[src/sv/ebra_pkg.sv]
// Shared constants, request codes and types for the embedding bag row average block.
// No dependencies; imported by every module of the block.
package ebra_pkg;

  localparam int TABLE_ROWS = 1024;
  localparam int MAX_COLS   = 64;
  localparam int MAX_BAG    = 255;

  localparam int WEIGHT_W = 16;
  localparam int COL_W    = (MAX_COLS > 1) ? $clog2(MAX_COLS) : 1;
  localparam int ROW_AW   = (TABLE_ROWS > 1) ? $clog2(TABLE_ROWS) : 1;
  localparam int TAB_AW   = ROW_AW + COL_W;
  localparam int TAB_DEPTH = 1 << TAB_AW;
  localparam int COUNT_W  = $clog2(MAX_BAG + 1);
  // column sums of up to MAX_BAG Q4.12 words
  localparam int ACC_W    = WEIGHT_W + COUNT_W;
  localparam int DIV_CNT_W = $clog2(ACC_W + 1);

  localparam logic [1:0] REQ_WRITE  = 2'd0;
  localparam logic [1:0] REQ_ADD    = 2'd1;
  localparam logic [1:0] REQ_FINISH = 2'd2;

  typedef struct packed {
    logic             en;
    logic [COL_W-1:0] addr;
    logic [ACC_W-1:0] data;
  } acc_wr_t;

endpackage

[src/sv/ebra_div.sv]
// Signed-by-unsigned restoring divider, one quotient bit per cycle, truncates toward zero.
// Depends on ebra_pkg (ACC_W, COUNT_W, DIV_CNT_W).
module ebra_div import ebra_pkg::*; (
  input  logic               clk,
  input  logic               rst,
  input  logic               start,
  input  logic [ACC_W-1:0]   dividend,
  input  logic [COUNT_W-1:0] divisor,
  output logic               done,
  output logic [ACC_W-1:0]   quotient
);

  logic                 busy;
  logic [DIV_CNT_W-1:0] cnt;
  logic [ACC_W-1:0]     work;
  logic [COUNT_W-1:0]   rem;
  logic [COUNT_W-1:0]   den;
  logic                 neg;
  logic [COUNT_W:0]     shifted;
  logic [COUNT_W:0]     diff;
  logic                 ge;

  assign shifted = {rem, work[ACC_W-1]};
  assign diff    = shifted - {1'b0, den};
  assign ge      = !diff[COUNT_W];

  always_ff @(posedge clk) begin
    if (rst) begin
      busy <= 1'b0;
      done <= 1'b0;
    end else begin
      done <= busy && (cnt == DIV_CNT_W'(1));
      if (start) begin
        busy <= 1'b1;
      end else if (busy && (cnt == DIV_CNT_W'(1))) begin
        busy <= 1'b0;
      end
    end
  end

  always_ff @(posedge clk) begin
    if (start) begin
      neg  <= dividend[ACC_W-1];
      work <= dividend[ACC_W-1] ? (~dividend + 1'b1) : dividend;
      rem  <= '0;
      den  <= divisor;
      cnt  <= DIV_CNT_W'(ACC_W);
    end else if (busy) begin
      rem  <= ge ? diff[COUNT_W-1:0] : shifted[COUNT_W-1:0];
      work <= {work[ACC_W-2:0], ge};
      cnt  <= cnt - 1'b1;
    end
  end

  assign quotient = neg ? (~work + 1'b1) : work;

endmodule

[config.mk]
export PLATFORM = sky130hd
export DESIGN_NAME = ebra_div
export DESIGN_NICKNAME = d
export VERILOG_FILES = /design/src/sv/ebra_pkg.sv /design/src/sv/ebra_div.sv
export SDC_FILE = /design/constraint.sdc
export NUM_CORES = 1
export LEC_CHECK = 0
export BUFFER_PORTS_ARGS = -buffer_cell sky130_fd_sc_hd__buf_2
export CORE_ASPECT_RATIO = 0.6
export CORE_UTILIZATION = 60
export DETAILED_ROUTE_END_ITERATION = 8
export PLACE_DENSITY = 0.85
export SLEW_MARGIN = 10
export SYNTH_ARGS = -nofsm -noshare
export SYNTH_HDL_FRONTEND = slang
export SYNTH_SLANG_ARGS = --single-unit
[constraint.sdc]
create_clock -name clk -period 5.4 [get_ports clk]
set_input_delay 0.27 -clock clk [delete_from_list [all_inputs] [get_ports clk]]
set_output_delay 0.27 -clock clk [all_outputs]
set_load 0.01 [all_outputs]
==> impl_results.md <==
* H-tree levels at 2
* DP Worst Slack at 2.599 ns
* Status: completed
* RSZ-0062 raised after global routing: false
* I/O pins at 60
* Vias at 2,646
* Final Hold Viols at 0
* FP Rows at 20
* Worst-case clock buffer depth at 2
* Synthesized cell area at 3188 um2
* Setup TNS at 0 ns
* Critical Path AT at 2.67 ns
* Reg clk slew, reported paths at 0.09 ns
* Syn Area/Cell at 9.349 um2
* Crit. End Element: output pin
* Area grow syn2layout at 13.11%
* Hold Path Class: in2reg
* Worst Setup Start Kind: register
* Area taken by multi-input logic gates at 1760 um2
* Slew Limit Fails at 0
* Fin util at 0.7099
* TritonCTS clock tree: done
* Worst vdd ir at 0.1082 mV
* Critical path fanouts, max at 4
* Insertion delay to the later sink of the worst-skew pair at 0.30 ns
* Die area at 5618 um2
* Nets@finish at 441
* Global Route Usage Sum at 0.2590
* Final hold slack at 0.1336 ns
* IO Port Bufs at 59
* Vias in the first global route at 2,420
* First-pass GRT wire length at 11,010 um
* Total congestion overflow at 0
* Fraction of layout cells with a size suffix above 1 at 0.1929
* Die X-Extent at 96.11 um
* Final worst path period need at 2.936 ns
* DRC at 0
* Relative slew slack at 0.2502
* Total wire length at 6857 um
* Fmax at 340.6 MHz
* Vias/cell at 5.752
* Synth Net Count at 389
* Critical path required time at 5.13 ns
* Initial antenna violation count at 0
* Largest net degree at the start of global routing at 71
* TritonCTS buffer count at 5
* Antenna Violating Nets Remaining at 0
* Post-CTS setup buffers at 0
* Starting DRC count in detailed routing at 209
* Synthesis-stage register bit count at 48
* Worst-margin pin slew at 1.117 ns
* # fillers at 403
* PostCTS Resize Cnt at 0
* Core region area at 5080 um2
* Routability cong. at 0.8477
* Clock sink count at 48
* Starting Density at 0.6276
* Hold_buf cts at 0
* Setup Viol. Count Final at 0
* TritonRoute pass-1 iters at 5
* Final Worst Setup Slack at 2.464 ns
* CTS root buf: clkbuf_8
* Drt wl/cell at 14.91 um
* PD cells at 270.8 nW/um2
* Hpwl dp at 5050 um
* Final Skew at 0.003702 ns
* Register area share after synthesis at 0.4050
* Crit Path Class: reg2out
* YS warnings at 0
* Max-Cap Viols at 0
* FF+latch area at 1291 um2
* Ys flop type: edfxtp_1
* Yosys cell types at 46
* Cells after synthesis at 341
* Async SR Flop Fraction at 0
* Leakage at 1.464 nW
* Count of flip-flops with a built-in enable after synthesis at 33
* Final Cycle Share at 0.5438
* Die Ht at 58.46 um
* # diodes at 0
==> cell usage after synthesis (3+ instances only) <==
master	count	area (um2)
o31ai_1	12	90.09
nand2_1	23	86.33
nand3_1	5	25.02
a211oi_1	6	45.04
or3_1	3	18.77
xor2_1	28	245.2
ha_1	12	150.1
nand2b_1	4	25.02
clkbuf_1	11	41.29
xnor2_1	25	219.0
a21oi_1	28	140.1
o21ai_0	20	100.1
inv_1	20	75.07
dfxtp_1	15	300.3
nor3_1	4	20.02
nor2b_1	3	18.77
mux2i_1	7	70.07
nor2_1	39	146.4
or4_1	6	45.04
edfxtp_1	33	991.0
or4_4	3	33.78
==> sequential cells by signal, summed over array words and instances, names as in the netlist <==
register,count
rem,8
den,8
neg,1
busy,1
work,24
cnt,5
done,1
==> per-stage QoR <==
step | std cells | cell area (um2) | power, mW
2_1_floorplan | 341 | 3188 | 0.6663
3_5_place_dp | 452 | 3512 | 0.7581
4_1_cts | 460 | 3606 | 0.9762
3_3_place_gp | 452 | 3512 | 0.7451
6_report | 460 | 3606 | 0.9764
5_1_grt | 460 | 3606 | 1.031
==> critical path, stage by stage (launching register included) <==
cell      delay [ns]
edfxtp_1        0.47
nor4_1          0.38
nand2_1         0.18
or4_1           0.45
or3_1           0.36
o31ai_1         0.25
xnor2_1         0.14
buf_2           0.14
==> layout by cell type, fill, tap and decap left out, types with 3 or more instances in the layout <==
cell type / count
or3_1: 3
a21oi_1: 28
inv_1: 20
nor2_1: 39
o31ai_1: 12
dfxtp_1: 15
o21ai_0: 20
ha_1: 12
clkbuf_8: 6
edfxtp_1: 33
buf_2: 59
a211oi_1: 6
nand2_1: 23
nand2b_1: 4
mux2i_1: 7
or4_1: 6
nor3_1: 4
xnor2_1: 25
nor2b_1: 3
xor2_1: 28
nand3_1: 5
or4_4: 3
==> final timing paths <==
kind                            slack (ns)  depth (start not counted)     start            to
worst min register to register        0.50                          2    cnt[1]        cnt[1]
worst max register to register        2.55                          9  work[23]        rem[0]
worst max-delay path                  2.46                          7   work[5]  quotient[15]
worst min-delay path                  0.13                          2       rst          busy
==> routing by layer <==
| layer | GRT usage | vias up | share of wire |
|---|---|---|---|
| met2 | 0.4032 | 101 | 0.44 |
| met1 | 0.3616 | 1215 | 0.48 |
| met3 | 0.05685 | 13 | 0.067 |
| met5 | 0 | - | 0 |
| li1 | - | 1317 | - |
| met4 | 0.08529 | 0 | 0.017 |
==> where the power goes <==
| part | switching (mW) | internal [mW] | leakage (nW) |
|---|---|---|---|
| clock network | 0.120 | 0.104 | 0.0445 |
| registers | 0.0443 | 0.438 | 0.448 |
| logic | 0.146 | 0.124 | 0.972 |
| total | 0.310 | 0.666 | 1.46 |
==> cell type report <==
class	instances	area share
Timing Repair Buffer	60	0.08397
Tap cell	66	0.02290
Clock inverter	1	0.002082
Inverter	20	0.02082
Clock buffer	7	0.02394
Sequential cell	48	0.3581
Multi-Input combinational cell	258	0.4882
==> cells by family after synthesis <==
family	count (synthesis)	synth area share
XOR/XNOR	53	0.1456
adder cells (fa/ha/maj)	13	0.05337
AND/OR/NAND/NOR	103	0.1660
AO/OA/AOI/OAI	81	0.1617
multiplexers	8	0.02551
buffers and inverters	35	0.04278
flip-flops	48	0.4050
(Power assumes the default switching activity.)
