$ cat src/sv/ebra_pkg.sv
// Shared constants, request codes and types for the embedding bag row average block.
// No dependencies; imported by every module of the block.
package ebra_pkg;

  localparam int TABLE_ROWS = 1024;
  localparam int MAX_COLS   = 64;
  localparam int MAX_BAG    = 255;

  localparam int WEIGHT_W = 16;
  localparam int COL_W    = (MAX_COLS > 1) ? $clog2(MAX_COLS) : 1;
  localparam int ROW_AW   = (TABLE_ROWS > 1) ? $clog2(TABLE_ROWS) : 1;
  localparam int TAB_AW   = ROW_AW + COL_W;
  localparam int TAB_DEPTH = 1 << TAB_AW;
  localparam int COUNT_W  = $clog2(MAX_BAG + 1);
  // column sums of up to MAX_BAG Q4.12 words
  localparam int ACC_W    = WEIGHT_W + COUNT_W;
  localparam int DIV_CNT_W = $clog2(ACC_W + 1);

  localparam logic [1:0] REQ_WRITE  = 2'd0;
  localparam logic [1:0] REQ_ADD    = 2'd1;
  localparam logic [1:0] REQ_FINISH = 2'd2;

  typedef struct packed {
    logic             en;
    logic [COL_W-1:0] addr;
    logic [ACC_W-1:0] data;
  } acc_wr_t;

endpackage

$ cat src/sv/ebra_acc.sv
// Column accumulator RAM with per-entry valid bits; an invalid entry reads as zero.
// Depends on ebra_pkg (acc_wr_t, widths).
module ebra_acc import ebra_pkg::*; (
  input  logic             clk,
  input  logic             rst,
  input  acc_wr_t          wr,
  input  logic             rd_en,
  input  logic [COL_W-1:0] rd_addr,
  input  logic             clr,
  output logic [ACC_W-1:0] q
);

  logic [ACC_W-1:0]    mem [MAX_COLS];
  logic [MAX_COLS-1:0] vld;
  logic [ACC_W-1:0]    rd_data;
  logic                rd_vld;

  always_ff @(posedge clk) begin
    if (wr.en) begin
      mem[wr.addr] <= wr.data;
    end
    if (rd_en) begin
      rd_data <= mem[rd_addr];
      rd_vld  <= vld[rd_addr];
    end
  end

  // clear-all after a finish
  always_ff @(posedge clk) begin
    if (rst || clr) begin
      vld <= '0;
    end else if (wr.en) begin
      vld[wr.addr] <= 1'b1;
    end
  end

  assign q = rd_vld ? rd_data : '0;

endmodule

$ cat config.mk
export PLATFORM = sky130hd
export DESIGN_NAME = ebra_acc
export DESIGN_NICKNAME = d
export VERILOG_FILES = /design/src/sv/ebra_pkg.sv /design/src/sv/ebra_acc.sv
export SDC_FILE = /design/constraint.sdc
export NUM_CORES = 1
export LEC_CHECK = 0
export BUFFER_PORTS_ARGS = -buffer_cell sky130_fd_sc_hd__buf_4
export CORE_MARGIN = 2
export CORE_UTILIZATION = 57
export CTS_BUF_LIST = sky130_fd_sc_hd__clkbuf_8
export CTS_CLUSTER_DIAMETER = 200
export DETAILED_ROUTE_END_ITERATION = 10
export GPL_ROUTABILITY_DRIVEN = 0
export PLACE_DENSITY_LB_ADDON = 0.05
export SLEW_MARGIN = 20
export SYNTH_ARGS = -nofsm -noshare
export SYNTH_HDL_FRONTEND = slang
export SYNTH_SLANG_ARGS = --single-unit
$ cat constraint.sdc
create_clock -name clk -period 4.5 [get_ports clk]
set_input_delay 0.675 -clock clk [delete_from_list [all_inputs] [get_ports clk]]
set_output_delay 0.675 -clock clk [all_outputs]
set_load 0.005 [all_outputs]
==> impl_results.md, run 1 <==
* Peak VDD IR at 0.2913 mV
* Starting Density at 0.5765
* Post-CTS Hold Buffers at 0
* Worst min-delay path startpoint: rst
* CTS-repair resized insts at 0
* Skew-Pair Late Insertion Delay at 0.94 ns
* Crit-path max FO at 33
* Fmax achieved at 0.3272 GHz
* Flops & latches, synth at 1,625
* Slew of the pin with the lowest slew margin at 1.184 ns
* Most area-hungry cell type in the Yosys netlist: edfxtp_1
* Synth Area per Inst at 22.40 um^2
* Vias/cell at 6.536
* Top cells by area, synth: edfxtp_1, mux4_2, dfxtp_1
* Iter 0 DRT Violations at 3,721
* CP startpoint kind: input port
* Post-synth top flop: edfxtp_1
* Relative slew slack at 0.2026
* # H-tree levels at 5
* CP Data Arrival Time at 3.68 ns
* Critical path class: input port to flip-flop
* Synth Area in Compound Gates at 0.02804
* Worst R2R Start: mem[29][6]
* Clock tree root driver cell: clkbuf_8
* Slowest cell on the critical path: o21ai_0
* Worst hold path stage count at 3
* Critical Path End Type: flip-flop
* Tot Pwr at 0.03014 W
* Initial antenna violation count at 7
* Footprint of the multi-input gates at 13,100 um^2
* Mapped Cells at 2,767
* Mux cell area share after synthesis at 0.1637
* Layout cell share with drive strength beyond 1 at 0.3162
* Vias at 30,570
* Power density cells at 432.7 nW/um^2
* RSZ-0062 raised after global routing: no
* Sequential standard cell area at 48,160 um^2
* Fillcell total at 7,111
* Worst setup path start: rd_addr[0]
* Maximum buffer depth of the clock tree at 4
* FF-to-FF path depth at 5
* Tot GR Track Use at 0.2871
* Row count at 120
* Largest net degree at the start of global routing at 65
* Post-synth ARST share at 0
* Largest family of logic cells by synthesized area: multiplexers
* YS warnings at 0
* Cell with the most instances after synthesis: edfxtp_1
* Max Cap Viol at 0
* Adder-cell share of the synthesized area at 0
* Post-Route WL at 156,700 um
* Worst clock skew at 0.04386 ns
* Antenna-violating nets left at 0
* Placed wire-length estimate at 87,050 um
* Drt pass-1 iters at 7
* Endpoints failing hold at 0
* I/O pins at 65
* Post-synth top area share at 0.7564
* Inserted Clock Buffers at 277
* Final TNS setup at 0 ns
* Status: finished clean
* Post-synthesis simple-gate area fraction at 0.01672
* Crit path time final at 3.056 ns
* Fin. max-slew vios at 0
* Post-Syn Nets at 2,808
* Core Area at 107,500 um^2
* Die Ht at 333.7 um
* Slowest stage delay, CP at 0.98 ns
* Post-synth EDFFs at 1,561
* HP Class: input port to flip-flop
* Critical Path RT at 5.13 ns
* Clk slew on worst S/H paths at 0.06 ns
* Reg2reg end: rd_data[6]
* Internal reg-to-reg setup slack at 1.79 ns
* Synth top cells by count: edfxtp_1, mux4_2, nor2_1, dfxtp_1, o21a_1
* Post-Synth XOR/XNOR Area at 0
* Worst-path cell chain: buf_8 -> buf_12 -> buf_4 -> mux4_2 -> mux2i_1 -> a21oi_1 -> o21ai_0 -> nand2_1
* First-pass GRT wire length at 223,800 um
* Grt total ovfl at 0
* # Post-CTS Setup Buffers at 0
* Leakage power at 22.39 nW
* Port bufs at 64
* Final Cycle Share at 0.6791
* TritonCTS clock tree: yes
* DIE WIDTH at 333.7 um
* Syn-to-layout area delta at 12.38%
* Endpoints failing setup at 0
* Nets at 3,134
* Vias in the first global route at 31,960
* WL/cell at 33.49 um
* Worst Hold Path EP: vld[57]
* Sink Count at 1,625
* Area of the die at 111,400 um^2
* Sequential share of the synthesized area at 0.7770
* Post-synthesis cell type count at 31
* Drc violations at 0
* Post-Synthesis Cell Area at 61,970 um^2
layout make-up:
class	instances	share of cell area
Sequential cell	1625	0.6914
Multi-Input combinational cell	986	0.1881
Clock buffer	305	0.06027
Timing Repair Buffer	203	0.02526
Tap cell	1403	0.02520
Clock inverter	154	0.009647
Antenna cell	2	0.00007186
metal layers:
layer	share of wire	vias up	GRT usage
met5	0.00018	-	0
li1	-	12360	-
met4	0.027	4	0.09450
met2	0.50	1544	0.4617
met1	0.39	16420	0.4004
met3	0.091	247	0.05984
worst max path at each step:
stage,slack [ns],depth (start not counted),to
after floorplan,1.19,3,mem[40][0]
after global placement,0.64,8,rd_data[11]
after detailed placement,0.55,8,rd_data[6]
after CTS,1.52,2,q[13]
after global routing,1.48,8,rd_data[6]
final,1.44,8,rd_data[6]
cells in the final DEF, fill, tap and decap left out, drive strengths merged:
cell	instances
edfxtp	1561
mux4	412
clkbuf	305
buf	203
nor2	95
inv	93
o21ai	73
o21a	64
dfxtp	64
mux2i	57
o22ai	56
clkinv	55
a211oi	31
nand2	28
mux2	26
nor3	26
a21oi	25
and2	25
nor2b	20
o41ai	13
nand3	10
nand2b	9
a221oi	7
nand3b	5
clkinvlp	4
diode	2
or3	2
bufinv	2
or2	1
o221ai	1
state kept, by name, summed over array words and instances (netlist names):
| signal | count |
|---|---|
| vld | 64 |
| rd_data | 24 |
| mem | 1536 |
| rd_vld | 1 |
metrics by stage:
stage / hold WS [ns] / area [um^2] / utilization / worst slack [ns] / cells
after global routing: 0.2165 / 69650 / 0.6478 / 1.476 / 4677
after global placement: 0.4412 / 64770 / 0.6025 / 0.6443 / 4217
after detailed placement: 0.4502 / 64770 / 0.6025 / 0.5478 / 4217
after CTS: 0.1650 / 69640 / 0.6478 / 1.520 / 4676
final: 0.2241 / 69650 / 0.6479 / 1.444 / 4678
after floorplan: 0.4354 / 61970 / - / 1.190 / 2767
worst max-delay path, delay by kind of cell:
family | cells | cell delay [ns]
compound gates | 2 | 1.19
buf+inv | 3 | 0.86
mux | 2 | 0.68
simple gates | 1 | 0.19
power by group:
part / switching [W] / internal (W) / leakage, nW / total, W
clock: 0.00554 / 0.00627 / 2.84 / 0.0118
sequential: 0.0000543 / 0.0167 / 14.6 / 0.0168
combinational: 0.000987 / 0.000577 / 4.96 / 0.00156
total: 0.00658 / 0.0236 / 22.4 / 0.0301
cell families after synthesis:
family / count (synthesis)
buf+inv: 156
mux: 495
flops: 1625
simple gates: 221
compound gates: 270
No activity file was read; power rests on OpenSTA's default activity.
==> inputs of run 2 (changes only) <==
==> constraint.sdc (replaced) <==
create_clock -name clk -period 2.68 [get_ports clk]
set_input_delay 0.402 -clock clk [delete_from_list [all_inputs] [get_ports clk]]
set_output_delay 0.402 -clock clk [all_outputs]
set_load 0.005 [all_outputs]
==> run 2 against run 1 <==
Register-to-register slack lost 1.6 ns. Sequential power grew 67%. Sequential share of layout area shrank 1.8 points. Setup slack got worse by 1.3 ns. Critical path depth decreased by 3. Global-route usage up 0.21 points. Highest routed layer unchanged. First-iteration DRC count down 11%. Combinational power grew 84%.
==> impl_results.md, run 2 (synthesis gave the netlist of run 1 again) <==
* Status: finished clean
* Post-Route WL at 156,900 um
* Antenna-violating nets left at 0
* Fin. max-slew vios at 0
* Worst R2R Start: mem[31][7]
* Endpoints failing hold at 0
* Met3 Resource Use GR at 0.05990
* Maximum buffer depth of the clock tree at 4
* Fillcell total at 6,939
* CP Data Arrival Time at 3.16 ns
* Area of the die at 111,400 um^2
* Core Util, Final at 0.6655
* Post-Layout Cell Count at 4,808
* Slowest stage delay, CP at 0.89 ns
* Power density cells at 701.5 nW/um^2
* Worst setup path start: mem[31][7]
* Most frequent cells in the layout: edfxtp_1, mux4_2, clkbuf_8, buf_4, buf_12
* # H-tree levels at 5
* Crit path time final at 2.533 ns
* Endpoints failing setup at 0
* Commonest non-fill, non-tap cell in the layout: edfxtp_1
* Clock tree root driver cell: clkbuf_8
* Syn-to-layout area delta at 15.44%
* Setup WS pre-CTS at -0.5451 ns
* Vias at 30,850
* RSZ-0062 raised after global routing: no
* Fin worst setup slack at 0.1474 ns
* Inserted Clock Buffers at 275
* Row count at 120
* I/O pins at 65
* Critical path class: flip-flop to flip-flop
* Initial antenna violation count at 11
* Iter 0 DRT Violations at 3,297
* Most Crowded Layer GR: met2
* Clk slew on worst S/H paths at 0.06 ns
* Placed insts at 4,335
* Drt pass-1 iters at 5
* DIE WIDTH at 333.7 um
* Layout cell share with drive strength beyond 1 at 0.3365
* Fmax achieved at 0.3949 GHz
* Largest registers: mem (1536), vld (64), rd_data (24)
* Worst-path cell chain: mux4_2 -> mux2i_1 -> a21oi_1 -> o21ai_0 -> nand2_1
* WP buf/inv at 0
* Met1 Resource Use GR at 0.3823
* Leakage power at 23.14 nW
* Die Ht at 333.7 um
* Max reg flops at 1,536
* CP startpoint kind: flip-flop
* TritonCTS clock tree: yes
* Vias/cell at 6.417
* Max Cap Viol at 0
* Slew of the pin with the lowest slew margin at 1.077 ns
* Port bufs at 64
* Peak VDD IR at 0.6719 mV
* Worst clock skew at 0.04496 ns
* Worst min-delay path startpoint: wr[20]
* Crit-path max FO at 1
* Top reg by flops: mem
* Drc violations at 0
* CTS-repair resized insts at 0
* Skew-Pair Late Insertion Delay at 0.93 ns
* Critical Path RT at 3.30 ns
* Sink Count at 1,625
* Core Area at 107,500 um^2
* Nets at 3,258
* Relative slew slack at 0.2747
* Grt total ovfl at 0
* Largest net degree at the start of global routing at 65
* Final TNS setup at 0 ns
* First-pass GRT wire length at 224,900 um
* WL/cell at 32.64 um
* Routing usage on met2 at 0.4810
* Worst path top cell family by delay: compound AO/OA/AOI/OAI gates
* Placed wire-length estimate at 89,960 um
* Final Cycle Share at 0.9450
* Tot GR Track Use at 0.2892
* HP Class: input port to flip-flop
* Starting Density at 0.5765
* Slowest cell on the critical path: o21ai_0
* Vias in the first global route at 32,190
* Critical Path End Type: flip-flop
[run 2: through the flow]
step / total power [W] / hold WS [ns] / area [um^2]
after floorplan: 0.03001 / 0.4354 / 61990
after global placement: 0.03145 / 0.4414 / 66760
after detailed placement: 0.03152 / 0.4519 / 66760
after CTS: 0.05059 / 0.0002933 / 71520
after global routing: 0.05178 / 0.04495 / 71530
final: 0.05019 / 0.05216 / 71540
[run 2: layout make-up]
| cell class | instances | area, um^2 | share of cell area |
|---|---|---|---|
| Clock inverter | 172 | 759.5 | 0.01062 |
| Sequential cell | 1625 | 48160 | 0.6731 |
| Timing Repair Buffer | 329 | 3794 | 0.05302 |
| Antenna cell | 8 | 20.02 | 0.0002798 |
| Clock buffer | 285 | 3923 | 0.05483 |
| Tap cell | 1403 | 1755 | 0.02454 |
| Multi-Input combinational cell | 986 | 13140 | 0.1836 |
[run 2: metal layers]
| layer | up-vias | part of all wire |
|---|---|---|
| li1 | 12650 | - |
| met1 | 16550 | 0.38 |
| met2 | 1360 | 0.51 |
| met3 | 283 | 0.076 |
| met4 | 16 | 0.034 |
| met5 | - | 0.00064 |
[run 2: worst paths after layout]
path,end,slack (ns),cells after the start
hold reg to reg,vld[30],0.46,1
setup reg to reg,rd_data[7],0.15,5
setup / recovery,rd_data[7],0.15,5
hold / removal,mem[22][20],0.05,1
[run 2: report_power, final]
| group | switching [W] | internal [W] | total, W |
|---|---|---|---|
| Combinational | 0.00170 | 0.00118 | 0.00287 |
| Clock | 0.00923 | 0.00997 | 0.0192 |
| Sequential | 0.0000688 | 0.0280 | 0.0281 |
[run 2: timing repair]
action                                  CTS  global route
endpoints found under the setup margin   24             0
hold buffers                              5             0
hold endpoints to repair                116             0
setup buffers                             3             0
